$ cat config.mk
export PLATFORM = sky130hd
export DESIGN_NAME = vttv_cell
export DESIGN_NICKNAME = d
export VERILOG_FILES = /design/src/hw/rtl/vttv_pkg.sv /design/src/hw/rtl/vttv_cell.sv
export SDC_FILE = /design/constraint.sdc
export NUM_CORES = 1
export LEC_CHECK = 0
export ABC_AREA = 1
export BUFFER_PORTS_ARGS = -buffer_cell sky130_fd_sc_hd__buf_2
export CAP_MARGIN = 5
export CORE_AREA = 2 2 193 195
export CTS_BUF_LIST = sky130_fd_sc_hd__clkbuf_8
export DETAILED_ROUTE_END_ITERATION = 8
export DIE_AREA = 0 0 195 197
export SLEW_MARGIN = 20
export SYNTH_ARGS = -nofsm -noshare
export SYNTH_HDL_FRONTEND = slang
export SYNTH_SLANG_ARGS = --single-unit
$ cat constraint.sdc
create_clock -name i_clk -period 2.8 [get_ports i_clk]
set_input_delay 0.14 -clock i_clk [delete_from_list [all_inputs] [get_ports i_clk]]
set_output_delay 0.14 -clock i_clk [all_outputs]
set_load 0.02 [all_outputs]
$ cat src/hw/rtl/vttv_pkg.sv
// ----------------------------------------------------------------------------
// vttv_pkg: shared types and constants of the volume tercile trend vote unit
// Holds the bar and result words, the cell control word and helpers.
// ----------------------------------------------------------------------------
`default_nettype none

package vttv_pkg;

    // default history length, and count width covering the largest history
    localparam int WINDOW_MAX_DEF = 64;
    localparam int CNT_W          = 9;
    localparam int SCORE_W        = 9;
    localparam int VOTE_W         = 3;
    localparam int CFG_IDX_W      = 2;
    localparam int CFG_DATA_W     = 6;

    // register indexes
    localparam logic [CFG_IDX_W-1:0] REG_WINDOW_LEN = 2'd0;
    localparam logic [CFG_IDX_W-1:0] REG_OI_USED    = 2'd1;

    // input word, one bar
    typedef struct packed {
        logic signed [31:0] close_price;
        logic               close_valid;
        logic        [31:0] bar_volume;
        logic               volume_valid;
        logic        [31:0] open_interest;
        logic               interest_valid;
    } t_in;

    // output word
    typedef struct packed {
        logic signed [SCORE_W-1:0] score;
        logic                      score_valid;
    } t_out;

    // record that circulates around the row of cells
    typedef struct packed {
        logic        [31:0]       vol;
        logic                     flag;
        logic        [CNT_W-1:0]  lt;
        logic        [CNT_W-1:0]  le;
        logic signed [VOTE_W-1:0] vote;
    } t_circ;

    typedef enum logic [2:0] {
        CELL_HOLD,
        CELL_SHIFT_BAR,
        CELL_INIT_CNT,
        CELL_ROT_CNT,
        CELL_INIT_SEL,
        CELL_ROT,
        CELL_INIT_VOTE
    } t_cell_mode;

    // control broadcast to every cell
    typedef struct packed {
        t_cell_mode       mode;
        logic [CNT_W-1:0] w;
        logic [CNT_W-1:0] seen;
        logic [32:0]      lo2;
        logic [32:0]      hi2;
        logic             oi_used;
    } t_cell_ctl;

    // floor(x/3) for x below 1024 by reciprocal multiply
    function automatic logic [CNT_W-1:0] div3(input logic [CNT_W:0] x);
        logic [19:0] p;
        p = 20'(x) * 20'd683;
        return p[19:11];
    endfunction

endpackage

`default_nettype wire

$ cat src/hw/rtl/vttv_cell.sv
// ----------------------------------------------------------------------------
// vttv_cell: one history cell of the trend vote row
// Holds one bar, counts ranks of passing volumes and casts its pair vote.
// ----------------------------------------------------------------------------
`default_nettype none

module vttv_cell
    import vttv_pkg::*;
#(
    parameter int IDX = 0
) (
    input  wire logic      i_clk,
    input  wire logic      i_rst_n,
    input  wire t_cell_ctl i_ctl,
    input  wire t_in       i_bar,
    input  wire t_in       i_pred,
    input  wire t_circ     i_circ,
    output t_in            o_bar,
    output t_circ          o_circ
);

    t_in              r_bar;
    t_circ            r_circ;
    logic [CNT_W-1:0] r_lt;
    logic [CNT_W-1:0] r_le;

    logic                     in_win;
    logic                     active;
    logic signed [1:0]        dir;
    logic        [32:0]       v2;
    logic signed [VOTE_W-1:0] vote;
    logic                     oi_up;

    // own volume counts toward thresholds when inside the window
    assign in_win = r_bar.volume_valid && (CNT_W'(IDX) < i_ctl.w);

    // pair vote against the older neighbor
    always_comb begin
        active = (CNT_W'(IDX) < i_ctl.w) && (CNT_W'(IDX) < i_ctl.seen) &&
                 r_bar.close_valid && i_pred.close_valid &&
                 r_bar.volume_valid && i_pred.volume_valid;
        if (r_bar.close_price > i_pred.close_price) begin
            dir = 2'sd1;
        end else if (r_bar.close_price < i_pred.close_price) begin
            dir = -2'sd1;
        end else begin
            dir = 2'sd0;
        end
        v2    = {r_bar.bar_volume, 1'b0};
        oi_up = r_bar.interest_valid && i_pred.interest_valid &&
                (r_bar.open_interest > i_pred.open_interest);
        vote  = '0;
        if (active && dir != 2'sd0) begin
            if (v2 >= i_ctl.hi2) begin
                vote = vote + VOTE_W'(dir);
            end else if (v2 <= i_ctl.lo2) begin
                vote = vote - VOTE_W'(dir);
            end
            if (i_ctl.oi_used) begin
                vote = oi_up ? vote + VOTE_W'(dir) : vote - VOTE_W'(dir);
            end
        end
    end

    // bar storage and circulating record
    always_ff @(posedge i_clk) begin
        if (!i_rst_n) begin
            r_bar  <= '0;
            r_circ <= '0;
            r_lt   <= '0;
            r_le   <= '0;
        end else begin
            case (i_ctl.mode)
                CELL_SHIFT_BAR: begin
                    r_bar <= i_bar;
                end
                CELL_INIT_CNT: begin
                    r_circ <= '{vol: r_bar.bar_volume, flag: in_win,
                                lt: '0, le: '0, vote: '0};
                    r_lt   <= '0;
                    r_le   <= '0;
                end
                CELL_ROT_CNT: begin
                    if (r_circ.flag && r_circ.vol < r_bar.bar_volume) begin
                        r_lt <= r_lt + 1'b1;
                    end
                    if (r_circ.flag && r_circ.vol <= r_bar.bar_volume) begin
                        r_le <= r_le + 1'b1;
                    end
                    r_circ <= i_circ;
                end
                CELL_INIT_SEL: begin
                    r_circ <= '{vol: r_bar.bar_volume, flag: in_win,
                                lt: r_lt, le: r_le, vote: '0};
                end
                CELL_ROT: begin
                    r_circ <= i_circ;
                end
                CELL_INIT_VOTE: begin
                    r_circ.vote <= vote;
                end
                default: begin
                end
            endcase
        end
    end

    assign o_bar  = r_bar;
    assign o_circ = r_circ;

endmodule

`default_nettype wire

# After elaboration in Yosys (flattened, before gate mapping)
# Cells that the tools add are included.
[op_classes]
order_cmp = 9
mux = 14
eq_ne = 8
n_reduce_logical = 19
add_sub_neg = 5
[op_table]
columns = ["operator", "n"]
rows = [
  ["one-hot mux 51 bit (3 select lines)", 1],
  ["> comparator 32 bit", 2],
  ["less-than comparator 32 bit", 2],
  ["one-hot mux 9 bit (2 select lines)", 2],
  ["greater-or-equal comparator 33 bit", 1],
  ["<= comparator 33 bit", 1],
  ["<= comparator 32 bit", 1],
  ["adder 9 x 1 -> 9 bit, second input constant", 2],
  ["less-than comparator 1 x 9 -> 1 bit, first input constant", 2],
  ["two-way mux 3 bit", 6],
  ["two-way mux 9 bit", 2],
  ["logical AND 1 bit", 11],
  ["== test 3 bit, second input constant", 3],
  ["one-hot mux 3 bit (3 select lines)", 1],
  ["== test 3 x 2 -> 1 bit, second input constant", 2],
  ["nonzero test 3 bit", 2],
  ["two-way mux 2 bit", 2],
  ["!= test 2 bit, second input constant", 2],
  ["AND reduction 2 bit", 2],
  ["nonzero test 2 bit", 2],
  ["OR reduction 2 bit", 2],
  ["adder 3 x 2 -> 3 bit", 1],
  ["== test 3 x 1 -> 1 bit, second input constant", 1],
  ["subtractor 1 x 2 -> 3 bit, first input constant", 1],
  ["subtractor 3 x 2 -> 3 bit", 1],
]
[totals]
regBits = 171

# Depth between registers and ports, before layout
# Gate-level depths: netlist of run 1.
[logic_depth]
word_depth = 13
ltp_mapped = 25

# Worst setup path before layout of run 1
# Ideal clock, no wire load.
[synth_path]
path_kind = "flip-flop to flip-flop"
from = "reg r_bar (netlist bit o_bar[98])"
to = "reg r_circ (netlist bit o_circ[1])"
path_slack_ns = 0.188
t_arrival_ns = 2.542
setup_time_ns = 0.070
n_path_buf = 0
stages_incl_launch_ff = 19
path_cell_list = "dfxtp_1 ha_1 nand2_1 nor2_1 nand2_1 nor3b_1 nand2_1 nand2_1 nand2_1 nand2_1 nand2_1 nand2_1 inv_1 ha_1 fa_1 nor2_1 nor2_1 nand2_1 a21oi_1"
[synth_between]
elab_chain_cells = 12
elab_cells_between_ends = 16
classes_between = "3 x add/sub; 2 x order compare; 9 x mux; 2 x reduce/logical"
[synth_rtl]
columns = ["item", "line_no", "rtl"]
rows = [
  ["start, declared", "vttv_cell.sv:22", "t_in r_bar;"],
  ["start signal, assigned", "vttv_cell.sv:75", "r_bar <= i_bar;"],
  ["less-than comparator 32 bit", "vttv_cell.sv:44", "end else if (r_bar.close_price < i_pred.close_price) begin"],
  ["two-way mux 2 bit", "vttv_cell.sv:44", ""],
  ["two-way mux 2 bit (*)", "vttv_cell.sv:42", "if (r_bar.close_price > i_pred.close_price) begin"],
  ["subtractor 1 x 2 -> 3 bit", "vttv_cell.sv:57", "vote = vote - VOTE_W'(dir);"],
  ["two-way mux 3 bit", "vttv_cell.sv:56", "end else if (v2 <= i_ctl.lo2) begin"],
  ["two-way mux 3 bit", "vttv_cell.sv:54", "if (v2 >= i_ctl.hi2) begin"],
  ["two-way mux 3 bit", "vttv_cell.sv:53", "if (active && dir != 2'sd0) begin"],
  ["subtractor 3 x 2 -> 3 bit / adder 3 x 2 -> 3 bit (equally long branches)", "vttv_cell.sv:60", "vote = oi_up ? vote + VOTE_W'(dir) : vote - VOTE_W'(dir);"],
  ["two-way mux 3 bit", "vttv_cell.sv:60", ""],
  ["two-way mux 3 bit", "vttv_cell.sv:59", "if (i_ctl.oi_used) begin"],
  ["two-way mux 3 bit (*)", "vttv_cell.sv:53", ""],
  ["one-hot mux 3 bit (3 select lines) (*)", "vttv_cell.sv:73", "case (i_ctl.mode)"],
  ["end signal, assigned", "vttv_cell.sv:78", "r_circ <= '{vol: r_bar.bar_volume, flag: in_win,"],
  ["end signal, assigned", "vttv_cell.sv:90", "r_circ <= i_circ;"],
  ["end signal, assigned", "vttv_cell.sv:93", "r_circ <= '{vol: r_bar.bar_volume, flag: in_win,"],
  ["end, declared", "vttv_cell.sv:23", "t_circ r_circ;"],
]
# Every way passes the cells marked *; elsewhere a longest branch is shown, timed or not. The select of a mux whose other input is x is not followed.
# A chain may end at the register's enable or synchronous reset.

# Worst setup path in the final report of run 1
[layout_path]
from = "reg r_bar (netlist bit o_bar[65])"
to = "reg r_circ (netlist bit o_circ[1])"
[layout_between]
elab_chain_cells = 9
elab_cells_between_ends = 11
classes_between = "2 x add/sub; 2 x order compare; 7 x mux"
[layout_rtl]
columns = ["item", "line_no"]
rows = [
  ["<= comparator 33 bit", "vttv_cell.sv:56"],
  ["two-way mux 3 bit", "vttv_cell.sv:56"],
  ["two-way mux 3 bit (*)", "vttv_cell.sv:54"],
  ["two-way mux 3 bit (*)", "vttv_cell.sv:53"],
  ["subtractor 3 x 2 -> 3 bit / adder 3 x 2 -> 3 bit (equally long branches)", "vttv_cell.sv:60"],
  ["two-way mux 3 bit", "vttv_cell.sv:60"],
  ["two-way mux 3 bit (*)", "vttv_cell.sv:59"],
  ["two-way mux 3 bit (*)", "vttv_cell.sv:53"],
  ["one-hot mux 3 bit (3 select lines) (*)", "vttv_cell.sv:73"],
]
# Marks and branches as above.

==> run metrics, run 1 <==
CP startpoint=o_bar[65]; worst vdd ir=roughly 0.29 mV; Layout area overhead=55.1%; Pre-Repair DR Iteration Count=5; endpoints failing hold=0; critical path type=flip-flop to flip-flop; Worst Tran Pin Value=roughly 0.98 ns; syn nets=2054; Die W=between 150 and 200 um; Worst Path Max Fanout=4; P_leak=between 8 and 9 nW; total track usage=approximately 22%; row cnt=70; # IOs=a little under 500; Final Wtd Congestion=0.914; clk slew on worst S/H paths=roughly 0.12 ns; vias in the first global route=approximately 13000; CP startpoint kind=flip-flop; PortBufs=about 460; Crit path arrival time=roughly 3.3 ns; period utilisation layout=about 100%; Final ANT Viol Nets=0; FFs w/ async S/R, synth=0%; Post-DP HPWL=between 30000 and 40000 um; Internal=slightly above 4 mW; Synth cell types=36; fin. max-slew vios=0; commonest non-fill, non-tap cells in the layout=buf_2 (461), inv_1 (281), nand2_1 (249), a21oi_1 (204), dlygate4sd3_1 (159); critical path's largest stage delay=roughly 0.48 ns; nets@finish=between 2000 and 3000; via count=about 13000; Post-Route WL=between 40000 and 50000 um; post-synthesis sequential area ratio=31.3%; Fin Hold WS=~0.037 ns; Clock power frac=between 20 and 30%; Cell Area, Synth=11000 um^2; launching point of the worst reg2reg path=o_bar[65]; clk buf depth=2; Switching Fraction=35.5%; skew final=around 0.021 ns; Die Height=a little under 200 um; CTS sink cnt=between 150 and 200; Top delay family on crit path=simple AND/OR/NAND/NOR gates; hold path start=i_bar[20]; total power=between 6 and 7 mW; core footprint=approximately 36000 um^2; first-pass GRT wire length=about 67000 um; critical path, cell by cell=ha_1, nand2_1, nor2_1, nand2_1, inv_1, a21oi_4, nand3_4, buf_4, a21oi_2, nand3_2, and2_4, fa_1, nor2_1, nor2_1, nand2_1, a21oi_2; CTS tree=yes; RSZ-0062 raised after global routing=yes; pwr/cell area=378 nW/um^2; via-per-instance ratio=4.74; share of layout cells above drive strength 1=roughly a third; Max Cap Viol=0; grt total ovfl=0; CTS H-tree depth=4; sequential power share=roughly two fifths; Comb pwr share=a little under 30%; Die ar.=38400 um^2; Clk Latency, worst-skew pair=0.52 ns; most common cell after layout, fill and taps aside=buf_2; CP Buf/Inv Count=2; Syn Area/Cell=slightly above 7 um^2; Synth Register Bits=between 150 and 200; WP data required=~3.3 ns; routed len/inst=~16 um; max frequency=about 0.36 GHz; Syn Inst Count=~1500; Yosys Warn Count=0; Sw Pwr=~2.3 mW; status=finished, final reports clean; Worst Hold Class=input port to flip-flop; Setup violations, final=0; final setup TNS=0 ns; crit path time final=2.80 ns; largest net degree at the start of global routing=between 80 and 90; Worst setup EP type=flip-flop; Starting Density=between 30 and 40%; 1st-iter DRT viols=between 500 and 600; slowest CP cell=fa_1; Worst slew margin=between 30% and 40%; antenna violations before repair=7; CTS Buf Count=17; drt drc=0; number of flops mapped to enable cells by yosys=0; Root Buffer=clkbuf_8; Top FF cell, synth=dfxtp_1
-- final timing paths --
path | end | slack, ns | cells after the start
setup / recovery | o_circ[1] | 0.001 | 16
hold / removal | o_bar[20] | 0.04 | 3
setup reg to reg | o_circ[1] | 0.001 | 16
hold reg to reg | o_bar[7] | 0.47 | 2
-- worst register-to-register path, cell delays in order (launching register included) --
cell	delay, ns
dfxtp_2	0.36
ha_1	0.30
nand2_1	0.11
nor2_1	0.08
nand2_1	0.13
inv_1	0.10
a21oi_4	0.20
nand3_4	0.09
buf_4	0.15
a21oi_2	0.16
nand3_2	0.11
and2_4	0.15
fa_1	0.48
nor2_1	0.05
nor2_1	0.08
nand2_1	0.07
a21oi_2	0.12
-- sequential cells by signal, summed over array words and instances, names as in the netlist --
| name | cells |
|---|---|
| o_bar | 99 |
| o_circ | 54 |
| r_le | 9 |
| r_lt | 9 |
-- layout make-up --
class,count,area [um^2]
Fill cell,3629,19300
Multi-Input combinational cell,1031,6810
Timing Repair Buffer,713,4640
Sequential cell,171,3480
Inverter,287,1080
Tap cell,468,586
Clock buffer,17,234
Clock inverter,15,154
Antenna cell,1,2.50
-- metal layers --
metal / vias up / track usage (%) / part of all wire (%)
met2: 416 / 38.8 / 48
met4: 10 / 9.10 / 3.4
li1: 6461 / - / -
met1: 5843 / 26.4 / 43
met5: - / 0 / 0.12
met3: 82 / 5.27 / 5.9
-- metrics by stage --
stage	setup WS (ns)	cells	cell area [um^2]	util, %
final	0.00112	2703	17000	46.8
after global routing	-0.164	2703	17000	46.8
after CTS	-0.0173	2692	16300	45.0
after detailed placement	-0.223	2499	14300	39.4
after global placement	-0.209	2499	14300	39.4
after floorplan	0.188	1548	11000	-
-- repair_timing --
item,CTS,global route
endpoints found under the setup margin,11,9
hold buffers,159,0
setup buffers,2,11
pin swaps,5,36
resized for setup,17,121
endpoints found under the hold margin,151,0
-- cells by family (layout without fill, tap and decap cells) --
logic type                 count (synthesis)  in the layout  share of synthesized area (%)
AOI/OAI and AO/OA                        437            437                           21.1
and+or+nand+nor                          420            420                           16.1
buffers and inverters                    346           1032                           11.9
DFF                                      171            171                           31.3
adders and majority gates                164            164                           18.8
xor gates and xnor gates                  10             10                          0.800
other                                      0              1                              0
-- power groups by stage --
stage                     clock network, mW  logic, mW  registers, mW
after floorplan                           0      0.710           2.87
after global placement                    0       1.55           2.73
after detailed placement                  0       1.57           2.74
after CTS                              1.93       1.77           2.68
after global routing                   2.01       2.09           2.70
final                                  1.85       1.88           2.69
-- cells in the mapped netlist, drive strengths merged (6+ instances only) --
| library cell | number | area (um^2) |
|---|---|---|
| a31oi | 32 | 200 |
| a21o | 6 | 45.0 |
| nor3 | 12 | 60.1 |
| ha | 163 | 2040 |
| a21oi | 214 | 1070 |
| clkbuf | 56 | 210 |
| nor2 | 66 | 255 |
| o21ai | 156 | 781 |
| a22oi | 18 | 135 |
| inv | 285 | 1070 |
| nand4 | 20 | 125 |
| nand2 | 271 | 1020 |
| nor4 | 8 | 50.1 |
| dfxtp | 171 | 3420 |
| xor2 | 7 | 61.3 |
| nand3 | 37 | 190 |
No activity file was read; power rests on OpenSTA's default activity.
==> inputs of run 2 (changes only) <==
- CORE_AREA: 2 2 193 195 -> 10 10 185 187
==> run 2 against run 1 <==
  * Sequential power about the same
  * Worst hold slack got worse by 0.0042 ns
  * Wire length is 5.4% higher
  * Maximum frequency grew 1.9%
  * Power decreased by 3.2%
  * Core utilization up 7.5 points
  * Sequential share of layout area grew 0.54 points
  * Combinational power is 3% lower
  * Register-to-register slack improved by 0.05 ns
  * Flip-flop and latch count did not move
  * Setup slack improved by 0.051 ns
  * First-iteration DRC count up 13%
  * Critical endpoint unchanged
  * Largest power group unchanged
==> run metrics, run 2 (synthesis results as in run 1) <==
status=finished, final reports clean; commonest non-fill, non-tap cells in the layout=buf_2 (461), inv_1 (279), nand2_1 (256), a21oi_1 (201), dlygate4sd3_1 (150); crit path time final=2.75 ns; pwr/cell area=376 nW/um^2; Switching Fraction=a little over a third; P_leak=8.46 nW; 1st-iter DRT viols=582; Final ANT Viol Nets=0; Post-DP HPWL=between 30000 and 40000 um; # IOs=495; fin cells=~2600; Largest register FFs=99; share of layout cells above drive strength 1=a little under a third; Max Cap Viol=0; skew final=0.0177 ns; Die Height=~200 um; fin. max-slew vios=0; Root Buffer=clkbuf_8; Comb pwr share=between 20% and 30%; Die ar.=38400 um^2; drt drc=0; Pre-Repair DR Iteration Count=6; Die W=approximately 200 um; Worst Hold Class=input port to flip-flop; endpoints failing hold=0; Placed Cells=about 2400; Final Wtd Congestion=approximately 0.9; sequential power share=about 43%; Layout area overhead=51.0%; most common cell after layout, fill and taps aside=buf_2; routed len/inst=17.9 um; total track usage=around 23%; Sw Pwr=around 2.2 mW; worst vdd ir=between 0.2 and 0.3 mV; Worst setup EP type=flip-flop; cell area after layout=16500 um^2; via-per-instance ratio=a little under 5; clk buf depth=2; CTS H-tree depth=4; total power=6.22 mW; Crit path arrival time=3.18 ns; nets@finish=between 2000 and 3000; Worst Tran Pin Value=just over 1 ns; PortBufs=between 400 and 500; Internal=about 4 mW; clk slew on worst S/H paths=between 0.1 and 0.15 ns; via count=12800; row cnt=64; Core Util, Final=54.4%; dpl cell area=approximately 14000 um^2; largest net degree at the start of global routing=75; grt total ovfl=0; Layout fillers=2894; Worst slew margin=32.0%; Post-Route WL=roughly 47000 um; Multi-input gate area=6740 um^2; vias in the first global route=about 13000; RSZ-0062 raised after global routing=yes; WP data required=roughly 3.2 ns; first-pass GRT wire length=70800 um; Setup violations, final=0; Register Area=approximately 3500 um^2; CTS sink cnt=roughly 170; antenna violations before repair=12; Fin Hold WS=between 0.03 and 0.04 ns; Worst Path Max Fanout=3; Clk Latency, worst-skew pair=~0.5 ns; critical path type=flip-flop to flip-flop; Starting Density=36.0%; period utilisation layout=a little under 100%; max frequency=between 0.3 and 0.4 GHz; CP startpoint kind=flip-flop; CTS tree=yes; Clock power frac=between 20% and 30%; core footprint=30400 um^2; CTS Buf Count=17
-- run 2: routing by layer --
layer / vias up / part of all wire (%) / wire length [um] / track usage [%]
met5: - / 0.22 / 103 / 0
met4: 16 / 2.6 / 1200 / 7.24
met3: 76 / 7.3 / 3410 / 6.99
met2: 437 / 49 / 22600 / 39.2
met1: 5807 / 41 / 19200 / 27.0
li1: 6420 / - / - / -
-- run 2: layout make-up --
type	count	area share, %
clock inverters	14	0.688
clock buffers	17	1.41
flip-flops and latches	171	21.1
diodes	6	0.0908
well taps	396	3.00
inverters	287	6.51
multi-input cells	1031	40.8
repair buffers	682	26.5
-- run 2: through the flow --
step                setup WS (ns)  setup TNS (ns)
finish                     0.0524               0
global placement           -0.193          -0.319
detailed placement         -0.206          -0.356
CTS                       0.00809               0
global route               -0.125          -0.215
floorplan                   0.188               0
-- run 2: critical path: stages (launching register included) --
cell and delay (ns):
dfxtp_2 0.35, ha_1 0.29, a21oi_1 0.14, o21a_1 0.14, nand2_1 0.08, a21oi_4 0.22, nand3_4 0.12, nand3b_1 0.20
nand2_2 0.10, inv_2 0.05, ha_4 0.15, fa_1 0.54, nor2_1 0.04, nor2_1 0.08, nand2_1 0.05, a21oi_1 0.13
-- run 2: final timing paths --
check                   end  slack (ns)  cells after the start  startpoint
hold reg to reg   o_bar[77]        0.47                      2   o_bar[77]
hold / removal    o_bar[88]        0.03                      3   i_bar[88]
setup reg to reg  o_circ[1]        0.05                     15   o_bar[57]
setup / recovery  o_circ[1]        0.05                     15   o_bar[57]
-- run 2: what timing repair did --
action | CTS | global route
buffers inserted | 1 | 9
endpoints found under the setup margin | 2 | 12
resized for setup | 11 | 121
endpoints found under the hold margin | 149 | 0
pin swaps | 5 | 36
hold buffers | 150 | 0
-- run 2: power by group through the flow --
| stage | Sequential, mW | Clock, mW | Combinational, mW |
|---|---|---|---|
| floorplan | 2.87 | 0 | 0.710 |
| global placement | 2.73 | 0 | 1.53 |
| detailed placement | 2.74 | 0 | 1.55 |
| CTS | 2.68 | 1.76 | 1.74 |
| global route | 2.71 | 1.86 | 2.04 |
| finish | 2.69 | 1.70 | 1.83 |
